## src/hdl/assert_macros.svh

```systemverilog
// Assertion macros shared by the EEPROM slave modules.
`ifndef ASSERT_MACROS_SVH
`define ASSERT_MACROS_SVH

// Concurrent check on the rising clock edge, idle while reset is asserted.
`define ASSERT_CLK(label, prop, msg) \
    label: assert property (@(posedge clk) disable iff (!rst_n) (prop)) else $error(msg);

// Concurrent check on the rising clock edge that also holds during reset.
`define ASSERT_ALWAYS(label, prop, msg) \
    label: assert property (@(posedge clk) (prop)) else $error(msg);

`endif

```

## src/hdl/i2cee_pkg.sv

```systemverilog
// Types and constants shared by the EEPROM slave modules.
package i2cee_pkg;

    localparam int TICKS_W = 16;
    localparam int ADDR_OUT_W = 4;
    localparam logic [3:0] CMD_DEVICE_CODE = 4'hA;

    // One result item; the last member sits in the lowest bits.
    typedef struct packed {
        logic                  write_strobe;
        logic [ADDR_OUT_W-1:0] current_address;
        logic                  busy_res;
        logic                  sda_release;
    } result_t;

endpackage

```

## src/hdl/i2cee_mem.sv

```systemverilog
// Byte storage of the EEPROM with per-entry valid bits and a registered read.
module i2cee_mem
    import i2cee_pkg::*;
#(
    parameter int MEM_DEPTH = 16,
    parameter int AW = 4
)
(
    input  logic          clk,
    input  logic          rst_n,
    input  logic          step,
    input  logic          we,
    input  logic [AW-1:0] waddr,
    input  logic [7:0]    wdata,
    input  logic [AW-1:0] raddr,
    output logic [7:0]    rd_data
);

    logic [7:0]           mem [MEM_DEPTH];
    logic [MEM_DEPTH-1:0] valid_reg;
    logic [7:0]           mem_q_reg;
    logic [7:0]           wdata_q_reg;
    logic                 bypass_reg;
    logic                 hit_reg;

    // Storage array and read port; no reset on the data itself.
    always_ff @(posedge clk)
    begin
        if (step)
        begin
            if (we)
            begin
                mem[waddr] <= wdata;
            end
            mem_q_reg   <= mem[raddr];
            wdata_q_reg <= wdata;
        end
    end

    // An entry never written reads as zero, and a same-cycle write is forwarded.
    always_ff @(posedge clk or negedge rst_n)
    begin
        if (!rst_n)
        begin
            valid_reg  <= '0;
            bypass_reg <= 1'b0;
            hit_reg    <= 1'b0;
        end
        else if (step)
        begin
            if (we)
            begin
                valid_reg[waddr] <= 1'b1;
            end
            bypass_reg <= we && (waddr == raddr);
            hit_reg    <= valid_reg[raddr];
        end
    end

    assign rd_data = bypass_reg ? wdata_q_reg : (hit_reg ? mem_q_reg : 8'h00);

endmodule

```

## src/hdl/i2cee_core.sv

```systemverilog
// Bus sampling and slave protocol state machine of the EEPROM.
`include "assert_macros.svh"

module i2cee_core
    import i2cee_pkg::*;
#(
    parameter int MEM_DEPTH = 16,
    parameter int AW = 4
)
(
    input  logic               clk,
    input  logic               rst_n,
    input  logic               step,
    input  logic               scl_level,
    input  logic               sda_level,
    input  logic [TICKS_W-1:0] busy_ticks,
    input  logic [7:0]         rd_data,
    output logic               mem_we,
    output logic [AW-1:0]      mem_waddr,
    output logic [7:0]         mem_wdata,
    output logic [AW-1:0]      mem_raddr,
    output result_t            result
);

    typedef enum logic [3:0] {
        PH_IDLE,
        PH_START,
        PH_RX_CMD,
        PH_ACK_CMD,
        PH_RX_ADDR,
        PH_ACK_ADDR,
        PH_RX_DATA,
        PH_ACK_WR,
        PH_WRPEND,
        PH_TX_DATA,
        PH_ACK_RD
    } phase_t;

    localparam int RECIP = (65536 + MEM_DEPTH - 1) / MEM_DEPTH;

    phase_t             phase_reg, phase_next;
    logic [3:0]         bit_cnt_reg, bit_cnt_next;
    logic [7:0]         shift_reg, shift_next;
    logic [AW-1:0]      addr_reg, addr_next;
    logic [TICKS_W-1:0] countdown_reg, countdown_next;
    logic               last_scl_reg, last_sda_reg;
    logic               drive_reg, drive_next;

    logic [7:0]         shift_in;
    logic [3:0]         bit_cnt_inc;
    logic [2:0]         bit_cnt_dec;
    logic [23:0]        recip_prod;
    logic [7:0]         quot;
    logic [15:0]        quot_times_depth;
    logic [AW-1:0]      addr_mod;
    logic [AW-1:0]      addr_inc;
    logic               strobe;

    assign shift_in    = {shift_reg[6:0], last_sda_reg};
    assign bit_cnt_inc = bit_cnt_reg + 4'd1;
    assign bit_cnt_dec = bit_cnt_reg[2:0] - 3'd1;

    // Address byte modulo the depth: the reciprocal estimate is exact for 8-bit values.
    assign recip_prod       = 24'(shift_in) * 24'(RECIP);
    assign quot             = recip_prod[23:16];
    assign quot_times_depth = 16'(quot) * 16'(MEM_DEPTH);
    assign addr_mod         = AW'(16'(shift_in) - quot_times_depth);

    assign addr_inc = (addr_reg == AW'(MEM_DEPTH - 1)) ? '0 : addr_reg + AW'(1);

    always_comb
    begin
        phase_next     = phase_reg;
        bit_cnt_next   = bit_cnt_reg;
        shift_next     = shift_reg;
        addr_next      = addr_reg;
        drive_next     = drive_reg;
        countdown_next = (countdown_reg != '0) ? countdown_reg - TICKS_W'(1) : countdown_reg;
        strobe         = 1'b0;

        if (last_scl_reg && scl_level && (sda_level != last_sda_reg))
        begin
            if (sda_level)
            begin
                // Stop condition: a pending data byte is committed here.
                if (phase_reg == PH_WRPEND)
                begin
                    strobe         = 1'b1;
                    countdown_next = busy_ticks;
                end
                phase_next = PH_IDLE;
            end
            else if (countdown_next == '0)
            begin
                phase_next   = PH_START;
                bit_cnt_next = 4'd0;
                shift_next   = 8'h00;
            end
        end
        else if (last_scl_reg && !scl_level)
        begin
            unique case (phase_reg)
                PH_IDLE:
                begin
                    drive_next = 1'b1;
                end
                PH_START:
                begin
                    drive_next = 1'b1;
                    phase_next = PH_RX_CMD;
                end
                PH_RX_CMD:
                begin
                    shift_next   = shift_in;
                    bit_cnt_next = bit_cnt_inc;
                    if (bit_cnt_inc == 4'd8)
                    begin
                        if (shift_in[7:4] == CMD_DEVICE_CODE)
                        begin
                            phase_next = PH_ACK_CMD;
                            drive_next = 1'b0;
                        end
                        else
                        begin
                            phase_next = PH_IDLE;
                        end
                    end
                end
                PH_ACK_CMD:
                begin
                    if (shift_reg[0])
                    begin
                        phase_next   = PH_TX_DATA;
                        shift_next   = rd_data;
                        bit_cnt_next = 4'd7;
                        drive_next   = rd_data[7];
                    end
                    else
                    begin
                        drive_next   = 1'b1;
                        phase_next   = PH_RX_ADDR;
                        bit_cnt_next = 4'd0;
                        shift_next   = 8'h00;
                    end
                end
                PH_RX_ADDR:
                begin
                    shift_next   = shift_in;
                    bit_cnt_next = bit_cnt_inc;
                    if (bit_cnt_inc == 4'd8)
                    begin
                        drive_next = 1'b0;
                        phase_next = PH_ACK_ADDR;
                        addr_next  = addr_mod;
                    end
                end
                PH_ACK_ADDR:
                begin
                    drive_next   = 1'b1;
                    phase_next   = PH_RX_DATA;
                    bit_cnt_next = 4'd0;
                    shift_next   = 8'h00;
                end
                PH_RX_DATA:
                begin
                    shift_next   = shift_in;
                    bit_cnt_next = bit_cnt_inc;
                    if (bit_cnt_inc == 4'd8)
                    begin
                        drive_next = 1'b0;
                        phase_next = PH_ACK_WR;
                    end
                end
                PH_ACK_WR:
                begin
                    drive_next = 1'b1;
                    phase_next = PH_WRPEND;
                end
                PH_WRPEND:
                begin
                    // Another data byte replaces the pending one; its first bit is here.
                    shift_next   = {7'd0, last_sda_reg};
                    bit_cnt_next = 4'd1;
                    phase_next   = PH_RX_DATA;
                end
                PH_TX_DATA:
                begin
                    if (bit_cnt_reg == 4'd0)
                    begin
                        drive_next = 1'b1;
                        addr_next  = addr_inc;
                        phase_next = PH_ACK_RD;
                    end
                    else
                    begin
                        bit_cnt_next = {1'b0, bit_cnt_dec};
                        drive_next   = shift_reg[bit_cnt_dec];
                    end
                end
                PH_ACK_RD:
                begin
                    if (!last_sda_reg)
                    begin
                        phase_next   = PH_TX_DATA;
                        shift_next   = rd_data;
                        bit_cnt_next = 4'd7;
                        drive_next   = rd_data[7];
                    end
                    else
                    begin
                        phase_next = PH_IDLE;
                    end
                end
                default:
                begin
                    drive_next = 1'b1;
                    phase_next = PH_IDLE;
                end
            endcase
        end
    end

    always_ff @(posedge clk or negedge rst_n)
    begin
        if (!rst_n)
        begin
            phase_reg     <= PH_IDLE;
            bit_cnt_reg   <= 4'd0;
            shift_reg     <= 8'h00;
            addr_reg      <= '0;
            countdown_reg <= '0;
            last_scl_reg  <= 1'b1;
            last_sda_reg  <= 1'b1;
            drive_reg     <= 1'b1;
        end
        else if (step)
        begin
            phase_reg     <= phase_next;
            bit_cnt_reg   <= bit_cnt_next;
            shift_reg     <= shift_next;
            addr_reg      <= addr_next;
            countdown_reg <= countdown_next;
            last_scl_reg  <= scl_level;
            last_sda_reg  <= sda_level;
            drive_reg     <= drive_next;
        end
    end

    assign mem_we    = step && strobe;
    assign mem_waddr = addr_reg;
    assign mem_wdata = shift_reg;
    assign mem_raddr = addr_next;

    assign result.sda_release     = drive_next;
    assign result.busy_res        = (countdown_next != '0);
    assign result.current_address = ADDR_OUT_W'(addr_next);
    assign result.write_strobe    = strobe;

    `ASSERT_ALWAYS(a_bit_cnt_range, bit_cnt_reg <= 4'd8, "bit counter beyond one byte")
    `ASSERT_CLK(a_store_from_wrpend, mem_we |-> phase_reg == PH_WRPEND,
                "byte stored outside the pending-write phase")
    `ASSERT_CLK(a_ack_pulls_low, step && phase_reg == PH_ACK_ADDR |=> !$past(drive_reg),
                "address acknowledge not driven low")

endmodule

```

## src/hdl/i2c_eeprom_slave.sv

```systemverilog
// Top level of the sampled-bus I2C serial EEPROM slave.
//
//   channel  direction  payload (tdata, lowest bit first)
//   s_axis   in         scl_level, sda_level
//   m_axis   out        sda_release, busy_res, current_address[3:0], write_strobe
//   cfg      in         write_busy_ticks[15:0]
//
// A transfer on the input is worked through the protocol logic and lands in the
// output register on the same edge, so a new sample can be taken on every cycle
// while the output side keeps up.
// The output register holds a result until it is taken; the input is stalled only
// while that register is full and not being emptied in the same cycle.
// Reset is asynchronous and active low; it clears the protocol state and marks
// every storage byte as zero, so no clearing pass is needed afterwards.
// The read byte comes from a registered memory port whose address tracks the
// next word address, which keeps the memory read out of the per-sample path.
`include "assert_macros.svh"

module i2c_eeprom_slave
    import i2cee_pkg::*;
#(
    parameter int MEM_DEPTH = 16
)
(
    input  logic         clk,
    input  logic         rst_n,

    input  logic         s_tvalid,
    output logic         s_tready,
    input  logic [7:0]   s_tdata,   // [0] scl_level, [1] sda_level, [7:2] zero

    output logic         m_tvalid,
    input  logic         m_tready,
    output logic [7:0]   m_tdata,   // [0] sda_release, [1] busy_res,
                                    // [5:2] current_address, [6] write_strobe, [7] zero

    input  logic         cfg_valid,
    output logic         cfg_ready,
    input  logic [15:0]  cfg_data   // write_busy_ticks
);

    localparam int AW = (MEM_DEPTH > 1) ? $clog2(MEM_DEPTH) : 1;

    logic [TICKS_W-1:0] busy_ticks_reg;
    logic               m_tvalid_reg;
    result_t            m_result_reg;

    logic               accept;
    result_t            result;
    logic               mem_we;
    logic [AW-1:0]      mem_waddr;
    logic [7:0]         mem_wdata;
    logic [AW-1:0]      mem_raddr;
    logic [7:0]         rd_data;

    // A sample is taken whenever the output register is free or being emptied.
    assign s_tready = !m_tvalid_reg || m_tready;
    assign accept   = s_tvalid && s_tready;

    // The busy-time register can always be written.
    assign cfg_ready = 1'b1;

    always_ff @(posedge clk or negedge rst_n)
    begin
        if (!rst_n)
        begin
            busy_ticks_reg <= TICKS_W'(1000);
        end
        else if (cfg_valid)
        begin
            busy_ticks_reg <= cfg_data;
        end
    end

    i2cee_core #(
        .MEM_DEPTH (MEM_DEPTH),
        .AW        (AW)
    ) u_core (
        .clk        (clk),
        .rst_n      (rst_n),
        .step       (accept),
        .scl_level  (s_tdata[0]),
        .sda_level  (s_tdata[1]),
        .busy_ticks (busy_ticks_reg),
        .rd_data    (rd_data),
        .mem_we     (mem_we),
        .mem_waddr  (mem_waddr),
        .mem_wdata  (mem_wdata),
        .mem_raddr  (mem_raddr),
        .result     (result)
    );

    i2cee_mem #(
        .MEM_DEPTH (MEM_DEPTH),
        .AW        (AW)
    ) u_mem (
        .clk     (clk),
        .rst_n   (rst_n),
        .step    (accept),
        .we      (mem_we),
        .waddr   (mem_waddr),
        .wdata   (mem_wdata),
        .raddr   (mem_raddr),
        .rd_data (rd_data)
    );

    // Output register: loaded on every input transfer, emptied by the consumer.
    always_ff @(posedge clk or negedge rst_n)
    begin
        if (!rst_n)
        begin
            m_tvalid_reg <= 1'b0;
        end
        else if (accept)
        begin
            m_tvalid_reg <= 1'b1;
        end
        else if (m_tready)
        begin
            m_tvalid_reg <= 1'b0;
        end
    end

    always_ff @(posedge clk)
    begin
        if (accept)
        begin
            m_result_reg <= result;
        end
    end

    assign m_tvalid = m_tvalid_reg;
    assign m_tdata  = {1'b0, m_result_reg};

    `ASSERT_CLK(a_stall_only_when_full, !s_tready |-> m_tvalid_reg,
                "input stalled with an empty output register")
    `ASSERT_CLK(a_store_sets_busy,
                accept && result.write_strobe |-> result.busy_res == (busy_ticks_reg != '0),
                "store did not start the busy period")
    `ASSERT_CLK(a_result_loaded, accept |=> m_tvalid_reg && m_tdata[6:0] == $past(result),
                "accepted sample did not reach the output register")

endmodule

```

## config.mk

```make
export PLATFORM = sky130hd
export DESIGN_NAME = i2c_eeprom_slave
export DESIGN_NICKNAME = d
export VERILOG_FILES = /design/src/hdl/i2cee_pkg.sv /design/src/hdl/i2cee_mem.sv /design/src/hdl/i2cee_core.sv /design/src/hdl/i2c_eeprom_slave.sv
export VERILOG_INCLUDE_DIRS = /design/src /design/src/hdl
export SDC_FILE = /design/constraint.sdc
export NUM_CORES = 1
export LEC_CHECK = 0
export BUFFER_PORTS_ARGS = -buffer_cell sky130_fd_sc_hd__buf_4
export CAP_MARGIN = 20
export CORE_MARGIN = 1
export CORE_UTILIZATION = 65
export DETAILED_ROUTE_END_ITERATION = 10
export HOLD_SLACK_MARGIN = 0.12
export PLACE_DENSITY = 0.83
export SYNTH_ARGS = -nofsm -noshare
export SYNTH_HDL_FRONTEND = slang
export SYNTH_SLANG_ARGS = --single-unit
```

## constraint.sdc

```tcl
create_clock -name clk -period 4.5 [get_ports clk]
set_input_delay 1.125 -clock clk [delete_from_list [all_inputs] [get_ports clk]]
set_output_delay 1.125 -clock clk [all_outputs]
set_load 0.01 [all_outputs]
```

=== After elaboration in Yosys (flattened, before gate mapping) ===
Memory sizes are Yosys's and may differ from the RTL's. A register that Yosys moved wholly into a read port is not among the register bits.
Index checks and enable logic that the tools add are counted.

* RAM bits: 128
* Input port bits: 29
* Output and inout bits: 11
* Memories: 1
* Register bits after elaboration: 89
* Logic and storage cells: 142

* Reduce and logical (&&, ||, !) cells: 26
* Mux-type cells: 62
* Bitwise operators: 1
* $add $sub $neg: 5
* Magnitude comparators: 4
* Equal/unequal tests: 25

{| class="wikitable"
|+ Memory list
! memory !! depth !! width !! rd ports !! clocked after memory_dff !! wr ports !! RTL line !! RTL
|-
| u_mem.mem || 16 || 8 || 1 || 1 || 1 || i2cee_mem.sv:19 || <nowiki>logic [7:0] mem [MEM_DEPTH];</nowiki>
|}

{| class="wikitable"
|+ Operator list
! cell !! number
|-
| $mux W4 || 21
|-
| $mux W16 || 4
|-
| $mux W8 || 8
|-
| $pmux W4 S10 || 1
|-
| $pmux W8 S5 || 1
|-
| $reduce_bool A16 Y1 || 2
|-
| $eq A4 B4 Y1 const B || 6
|-
| $pmux W4 S6 || 1
|-
| $mux W1 || 19
|-
| $eq A4 B3 Y1 const B || 4
|-
| $logic_not A16 Y1 || 1
|-
| $or A16 B16 Y16 || 1
|-
| $sub A16 B1 Y16 const B || 1
|-
| $ne A3 B1 Y1 const B || 4
|-
| $lt A4 B5 Y1 const B || 2
|-
| $add A4 B1 Y4 const B || 2
|-
| $eq A4 B2 Y1 const B || 2
|-
| $logic_not A4 Y1 || 2
|-
| $pmux W4 S2 || 1
|-
| $reduce_and A8 Y1 || 1
|-
| $logic_and A1 B1 Y1 || 7
|-
| $reduce_and A7 Y1 || 1
|-
| $reduce_bool A7 Y1 || 1
|-
| $ne A3 B3 Y1 const B || 2
|-
| other kinds (24) || 28
|}

=== Longest topological paths before layout ===
Gate-level depths: netlist (run 1).

* Depth after elaboration: 8
* Gate-level depth with buffers: 13
* Gate-level depth less buffers: 11

=== Hierarchy ===
Synthesis (run 1) repeated with hierarchy kept, for this count alone.

* Cells, all modules: 800
* Area, all modules: 10963.0 sq um

{| class="wikitable"
|+ Modules (own cells, without submodules)
! module !! area each (sq um) !! cells an instance !! sequential area each (sq um) !! times used
|-
| i2cee_mem || 6362.4 || 282 || 4774.6 || 1
|-
| i2cee_core || 3667.3 || 469 || 979.7 || 1
|-
| i2c_eeprom_slave || 933.4 || 49 || 643.1 || 1
|}

=== Least setup slack after synthesis (run 1) ===
Ideal clock, no wire load.

* Kind: input to register
* From: input s_tdata[0]
* To: register u_mem.mem_q_reg[6] (read register of u_mem.mem), data pin
* Library setup time: 259 ps
* Required time: 4241 ps
* Stages on the path: 9
* Buffers on the path: 2
* Slack: 1160 ps
* Data arrival time: 3082 ps
* Cells stage by stage: nor3b_1 o21a_1 o211ai_1 a21oi_1 buf_1 clkbuf_1 mux2i_1 a32oi_1 nand2_1

* Word-level cells in the longest chain between the ends: 4
* Elaborated cells on any way between the ends: 6
* Classes of those cells: mux (2); reduce/logical (4)

{| class="wikitable"
|+ RTL lines
! element !! RTL line !! RTL
|-
| from (decl) || i2c_eeprom_slave.sv:30 || <nowiki>input logic [7:0] s_tdata,</nowiki>
|-
| $logic_not A1 Y1 || i2cee_core.sv:100 || <nowiki>else if (last_scl_reg && !scl_level)</nowiki>
|-
| $logic_and A1 B1 Y1 || i2cee_core.sv:100 ||
|-
| $mux W4 || i2cee_core.sv:100 ||
|-
| $mux W4 * || i2cee_core.sv:81 || <nowiki>if (last_scl_reg && scl_level && (sda_level != last_sda_reg))</nowiki>
|-
| to (decl) || i2cee_mem.sv:21 || <nowiki>logic [7:0] mem_q_reg;</nowiki>
|}

Mark *: on every way between the ends. The rest lies on a longest branch, timed or not.
A chain may end at the register's enable or synchronous reset.

=== Final worst setup path (run 1) ===
* From: register u_core.phase_reg[1]
* To: register u_mem.mem_q_reg[0] (read register of u_mem.mem), data pin

* Word-level cells in the longest chain between the ends: 4
* Elaborated cells on any way between the ends: 5
* Classes of those cells: eq/ne (2); mux (3)

{| class="wikitable"
|+ RTL lines
! element !! RTL line !! RTL
|-
| from (decl) || i2cee_core.sv:41 || <nowiki>phase_t phase_reg, phase_next;</nowiki>
|-
| from (signal assigned) || i2cee_core.sv:238 || <nowiki>phase_reg <= phase_next;</nowiki>
|-
| $eq A4 B4 Y1 / $eq A4 B3 Y1 (equally long branches) || i2cee_core.sv:102 || <nowiki>unique case (phase_reg)</nowiki>
|-
| $pmux W4 S2 * || i2cee_core.sv:102 ||
|-
| $mux W4 * || i2cee_core.sv:100 ||
|-
| $mux W4 * || i2cee_core.sv:81 ||
|}

Marks and branches as above.

==> results of run 1 <==
cells in the final DEF, fill, tap and decap left out, types with 20 or more instances in the layout:
master and count:
a21oi_1 49, buf_4 44, clkbuf_16 23, dfrtp_1 65, edfxtp_1 151, mux2_2 31, mux2i_1 94, nand2_1 85
nor2_1 58, nor3_1 20, o21ai_0 30
final timing paths:
kind                            slack [ns]  cells past startpoint                   to
worst max-delay path                  0.84                      9   u_mem.mem_q_reg[0]
worst max register to register        0.84                      9   u_mem.mem_q_reg[0]
max in group asynchronous             3.11                      1  u_core.mem_waddr[1]
worst min register to register        0.47                      1   u_mem.valid_reg[1]
min in group asynchronous             0.77                      1  u_core.mem_wdata[7]
worst min-delay path                  0.47                      1   u_mem.valid_reg[1]
cell families after synthesis:
logic type / count (synthesis)
mux: 127
xor+xnor: 13
compound gates: 163
flops: 225
other cells: 2
fa+ha+maj: 9
simple gates: 268
buf+inv: 67
per-stage QoR:
step                      setup slack, ns  instances  instance area [um^2]  hold WS, ns  util (%)
after global placement              0.758       1086                 11100        0.444      69.5
after floorplan                      1.16        874                 10700        0.431         -
after CTS                           0.904       1126                 11800        0.472      74.0
final                               0.842       1126                 11800        0.471      74.0
after detailed placement            0.697       1086                 11100        0.456      69.5
after global routing                0.603       1126                 11800        0.483      74.0
final cells by class:
type | instances | area (um^2)
flip-flops and latches | 225 | 6400
multi-input cells | 582 | 4000
fillers | 1070 | 4150
clock buffers | 30 | 612
inverters | 19 | 71.3
repair buffers | 44 | 330
well taps | 216 | 270
clock inverters | 10 | 113
routing by layer:
layer | global-route usage, % | share of wire (%) | vias up
li1 | - | - | 3292
met1 | 38.7 | 41 | 3515
met2 | 51.2 | 50 | 336
met3 | 3.90 | 6.2 | 64
met4 | 11.2 | 3.2 | 0
met5 | 0 | 0 | -
where the power goes:
| group | leakage (nW) | switching, mW | total [mW] | internal (mW) |
|---|---|---|---|---|
| Sequential | 2.29 | 0.338 | 2.78 | 2.44 |
| Clock | 0.353 | 0.773 | 1.85 | 1.08 |
| Combinational | 2.34 | 0.709 | 1.23 | 0.518 |
| Total | 4.99 | 1.82 | 5.86 | 4.04 |
worst max-delay path, cell delays in order (launching register included):
cell and delay, ns:
dfrtp_1 0.61, nor4b_1 0.74, o2111ai_1 0.31, a21oi_1 0.42, o22ai_4 0.11, buf_4 0.33, mux2i_1 0.33, mux2i_1 0.15
a32oi_1 0.31, nand2_1 0.08
==> summary.md, run 1 <==
| Metric | Value |
|---|---|
| # diodes | 0 |
| CTS HTree Levels | 1 |
| Least-Margin Pin Slew | between 1 and 1.5 ns |
| Number of global-route vias before repair | 7241 |
| Asr flop ratio synth | 32.9% |
| Row Count | 46 |
| CTS sink cnt | 225 |
| CP max FO | 36 |
| #FFs+latches synth | 225 |
| Total Neg Setup Slack | 0 ns |
| Longest Clk Path Bufs | 3 |
| Core Region | 15900 um^2 |
| Xor/xnor share of the synthesized area | 1.07% |
| RSZ-0062 raised after global routing | false |
| Initial Utilization | 66.8% |
| Multiplexer share of the synthesized area | 12.5% |
| Vias per cell | ~6.4 |
| CTS tree | done |
| Nets | 932 |
| Synth cell count leaders | edfxtp_1, mux2i_1, nand2_1, dfrtp_1, nor2_1 |
| Register with the most flip-flops | u_mem.mem |
| Seq/Total Area, Yosys | around three fifths |
| Layout cells sized above 1 | roughly 16% |
| Most frequent cell after synthesis | edfxtp_1 |
| Critical path required time | 4.76 ns |
| RR Startpoint | u_core.phase_reg[1] |
| Critical Path Sink Type | flop |
| Compound-Gate Fraction of Synth Area | 9.90% |
| Die Span Y | 130 um |
| Max reg flops | roughly 130 |
| Avg WL per Cell | between 20 and 25 um |
| All-layer global routing usage | between 20% and 30% |
| Maxcap violations | 0 |
| Placed wire-length estimate | 15.1 mm |
| Remaining antenna violation count | 0 |
| Synth Flop Type | edfxtp_1 |
| Netlist cell types | 65 |
| Largest family of logic cells by synthesized area | simple AND/OR/NAND/NOR gates |
| Dominant cell type by area after synthesis | edfxtp_1 |
| Post-synth top area share | 42.6% |
| Status | complete, no violations |
| Resize count post-CTS | 0 |
| Clock skew | 0.00991 ns |
| Final Hold Viols | 0 |
| Post-Syn Area per Cell | 12.2 um^2 |
| Clk root buf | clkbuf_16 |
| Final Max Slew Viols | 0 |
| Setup Viol. Count Final | 0 |
| Adder-cell area share of the yosys netlist | under 10% |
| Clock Latency Late Sink | 0.51 ns |
| Die width | 130 um |
| Hold WC Path Type | reg2reg |
| Cell area after synthesis | around 11000 um^2 |
| WP data arrival | about 4 ns |
| Simple-gate share of the synthesized area | 12.7% |
| Residual DRC | 0 |
| Via count | 7207 |
| # IOs | 40 |
| Clk slew on worst S/H paths | 0.07 ns |
| Critical path class | reg2reg |
| Syn nets | around 900 |
| Tmin final | 3.66 ns |
| 1st-iter DRT viols | ~700 |
| Drt first pass iters | 5 |
| CP startpoint kind | flop |
| Period utilisation layout | 81.3% |
| CTS hold repair buffers | 0 |
| Max Freq | 273 MHz |
| Port Buffers | 31 |
| GP Congestion | 0.913 |
| CTS Buf Count | 22 |
| Leakage power | 4.99 nW |
| First-pass GRT wire length | 38.1 mm |
| Initial antenna violation count | 0 |
| Largest net degree at the start of global routing | 75 |
| Worst rel slew slack | between 20% and 30% |
| EDFF count, synth | about 150 |
| Detailed Route WL | around 24 mm |
| Power density over cell area | 496 nW/um^2 |
| Total power | 5.86 mW |
| Crit. Startpoint | u_core.phase_reg[1] |
| VDD IR max | 0.000421 V |
| Die Area | approximately 17000 um^2 |
| Synth Warn # | 0 |
| Post-CTS Repair Setup Buffers | 0 |
| Synthesis-to-layout area growth | 10.8% |
| Synth top area cells | edfxtp_1, dfrtp_1, mux2i_1 |
| Hold path startpoint | u_mem.valid_reg[1] |
| Post-Synthesis Cells | around 900 |
| Gr ovfl total | 0 |
(Power assumes the default switching activity.)
==> inputs of run 2 (changes only) <==
--- a/config.mk
+++ b/config.mk
@@ -9,10 +9,10 @@
 export BUFFER_PORTS_ARGS = -buffer_cell sky130_fd_sc_hd__buf_4
 export CAP_MARGIN = 20
 export CORE_MARGIN = 1
-export CORE_UTILIZATION = 65
+export CORE_UTILIZATION = 56
 export DETAILED_ROUTE_END_ITERATION = 10
 export HOLD_SLACK_MARGIN = 0.12
-export PLACE_DENSITY = 0.83
+export PLACE_DENSITY = 0.76
 export SYNTH_ARGS = -nofsm -noshare
 export SYNTH_HDL_FRONTEND = slang
 export SYNTH_SLANG_ARGS = --single-unit
==> constraint.sdc (replaced) <==
create_clock -name clk -period 3.3 [get_ports clk]
set_input_delay 0.825 -clock clk [delete_from_list [all_inputs] [get_ports clk]]
set_output_delay 0.825 -clock clk [all_outputs]
set_load 0.01 [all_outputs]
==> summary.md, run 2 (same netlist as run 1, synthesis figures left out) <==
| Metric | Value |
|---|---|
| Status | complete, no violations |
| Synthesis-to-layout area growth | 15.5% |
| Detailed Route WL | 23.9 mm |
| RR Startpoint | u_core.countdown_reg[9] |
| Drt first pass iters | 5 |
| Hold depth | 1 |
| Worst path bufs/invs | 0 |
| Initial Utilization | 57.1% |
| Slowest stage cell, crit path | or4_4 |
| Final hold slack | 0.464 ns |
| Residual DRC | 0 |
| Worst setup margin | approximately 0.11 ns |
| All-layer global routing usage | 24.9% |
| CP startpoint kind | flop |
| Largest net degree at the start of global routing | 75 |
| Clk root buf | clkbuf_16 |
| Least-Margin Pin Slew | 0.955 ns |
| Most common cell after layout, fill and taps aside | edfxtp_1 |
| First-pass GRT wire length | 37.9 mm |
| Nets | 972 |
| Critical path class | reg2reg |
| Clock skew | 0.0107 ns |
| Worst rel slew slack | 36.3% |
| Most frequent cells in the layout | edfxtp_1, mux2i_1, nand2_1, buf_4, dfrtp_1 |
| Pre-CTS WS | 0.0361 ns |
| Hold path startpoint | u_mem.valid_reg[7] |
| CTS tree | done |
| CTS sink cnt | 225 |
| Final Hold Viols | 0 |
| CTS Buf Count | 24 |
| Clk slew on worst S/H paths | 0.06 ns |
| CTS HTree Levels | 1 |
| 1st-iter DRT viols | 456 |
| Period utilisation layout | 96.5% |
| Die width | 140 um |
| CP cell instances | or4_4 -> or3_4 -> o32a_1 -> nor3_1 -> a41o_2 -> o21a_4 -> mux2_2 |
| Top Family by Delay on Critical Path | simple AND/OR/NAND/NOR gates |
| Reg2Reg Depth | 7 |
| Power density over cell area | between 600 and 700 nW/um^2 |
| Remaining antenna violation count | 0 |
| Leakage power | ~5.3 nW |
| Via count | 7288 |
| Vias per cell | 6.15 |
| Register-to-register setup slack | 0.11 ns |
| Die Area | 19600 um^2 |
| Number of global-route vias before repair | 7238 |
| # diodes | 0 |
| Max incr delay on CP | 0.53 ns |
| Critical path required time | roughly 3.7 ns |
| Critical Path Sink Type | flop |
| Total Neg Setup Slack | 0 ns |
| CP max FO | 6 |
| Port Buffers | 31 |
| Reg area | roughly 6400 um^2 |
| Hold WC Path Type | reg2reg |
| Fill count | 1431 |
| Footprint of the multi-input gates | 4020 um^2 |
| Core Region | between 15000 and 20000 um^2 |
| Tmin final | 3.19 ns |
| Final core occ | 66.0% |
| RR Endpoint | u_core.bit_cnt_reg[2] |
| CTS hold repair buffers | 0 |
| Worst Hold Path EP | u_mem.valid_reg[7] |
| Max reg flops | 128 |
| Non-Filler Instances | 1185 |
| Register with the most flip-flops | u_mem.mem |
| Layout cells sized above 1 | 20.3% |
| WP data arrival | ~3.6 ns |
| Longest Clk Path Bufs | 3 |
| Placed wire-length estimate | 15.7 mm |
| Gr ovfl total | 0 |
| Max Freq | 314 MHz |
| Clock Latency Late Sink | 0.51 ns |
| # IOs | 40 |
| Maxcap violations | 0 |
| Placed cells | roughly 1100 |
| Setup Viol. Count Final | 0 |
| Avg WL per Cell | slightly above 20 um |
| Row Count | 50 |
| GP Congestion | 0.899 |
| Die Span Y | 140 um |
| Final Max Slew Viols | 0 |
| VDD IR max | 0.000534 V |
| Initial antenna violation count | 0 |
run 2: changes by cell type in the layout (fill, tap and decap cells not counted), moves of 2 or more:
cell and change:
clkbuf_1 -2, buf_12 +6, inv_6 -2, clkbuf_16 +3, buf_4 +31, clkinv_1 +3
run 2: power breakdown:
group	switching, mW	internal [mW]	leakage [nW]
clock network	1.05	1.70	0.400
logic	1.12	0.869	2.57
registers	0.355	3.33	2.29
run 2: what timing repair did:
item,4_1_cts,5_1_grt
resized for setup,0,4
hold endpoints to repair,0,0
buffers inserted,0,1
setup endpoints to repair,0,9
run 2: per-layer routing:
metal | vias to the layer above | track usage (%) | wire length [um]
met1 | 3621 | 32.3 | 9830
met5 | - | 0 | 0
met3 | 46 | 3.21 | 1430
met2 | 243 | 43.8 | 12000
met4 | 0 | 7.63 | 576
li1 | 3378 | - | -
run 2: per-stage QoR:
step / total power [mW] / cell area [um^2]
CTS: 8.43 / 12300
detailed placement: 5.67 / 11400
finish: 8.43 / 12300
global placement: 5.61 / 11400
global route: 8.84 / 12300
floorplan: 5.00 / 10700
run 2: final cells by class:
type / instances / share of cell area [%]
clock buffers: 32 / 5.64
clock inverters: 11 / 1.07
inverters: 19 / 0.580
multi-input cells: 582 / 32.7
flip-flops and latches: 225 / 52.0
well taps: 234 / 2.38
repair buffers: 82 / 5.60
run 2: how the worst max path moves through the flow:
stage                                  startpoint                    end  slack (ns)  cells past startpoint
after detailed placement               s_tdata[0]     u_mem.mem_q_reg[2]        0.04                     10
after CTS                 u_core.countdown_reg[9]    u_core.phase_reg[1]        0.11                      8
after global routing        u_core.bit_cnt_reg[0]     u_mem.mem_q_reg[5]      -0.008                     12
final                     u_core.countdown_reg[9]  u_core.bit_cnt_reg[2]        0.11                      7
after floorplan             u_core.bit_cnt_reg[0]     u_mem.mem_q_reg[6]        0.21                     12
after global placement                 s_tdata[0]     u_mem.mem_q_reg[2]        0.08                     10
run 2: worst reg2reg max path, delay by kind of cell, from the launching register on:
family | cells | cell delay, ns
mux | 1 | 0.33
compound gates | 3 | 0.93
simple gates | 3 | 1.36
flops | 1 | 0.44
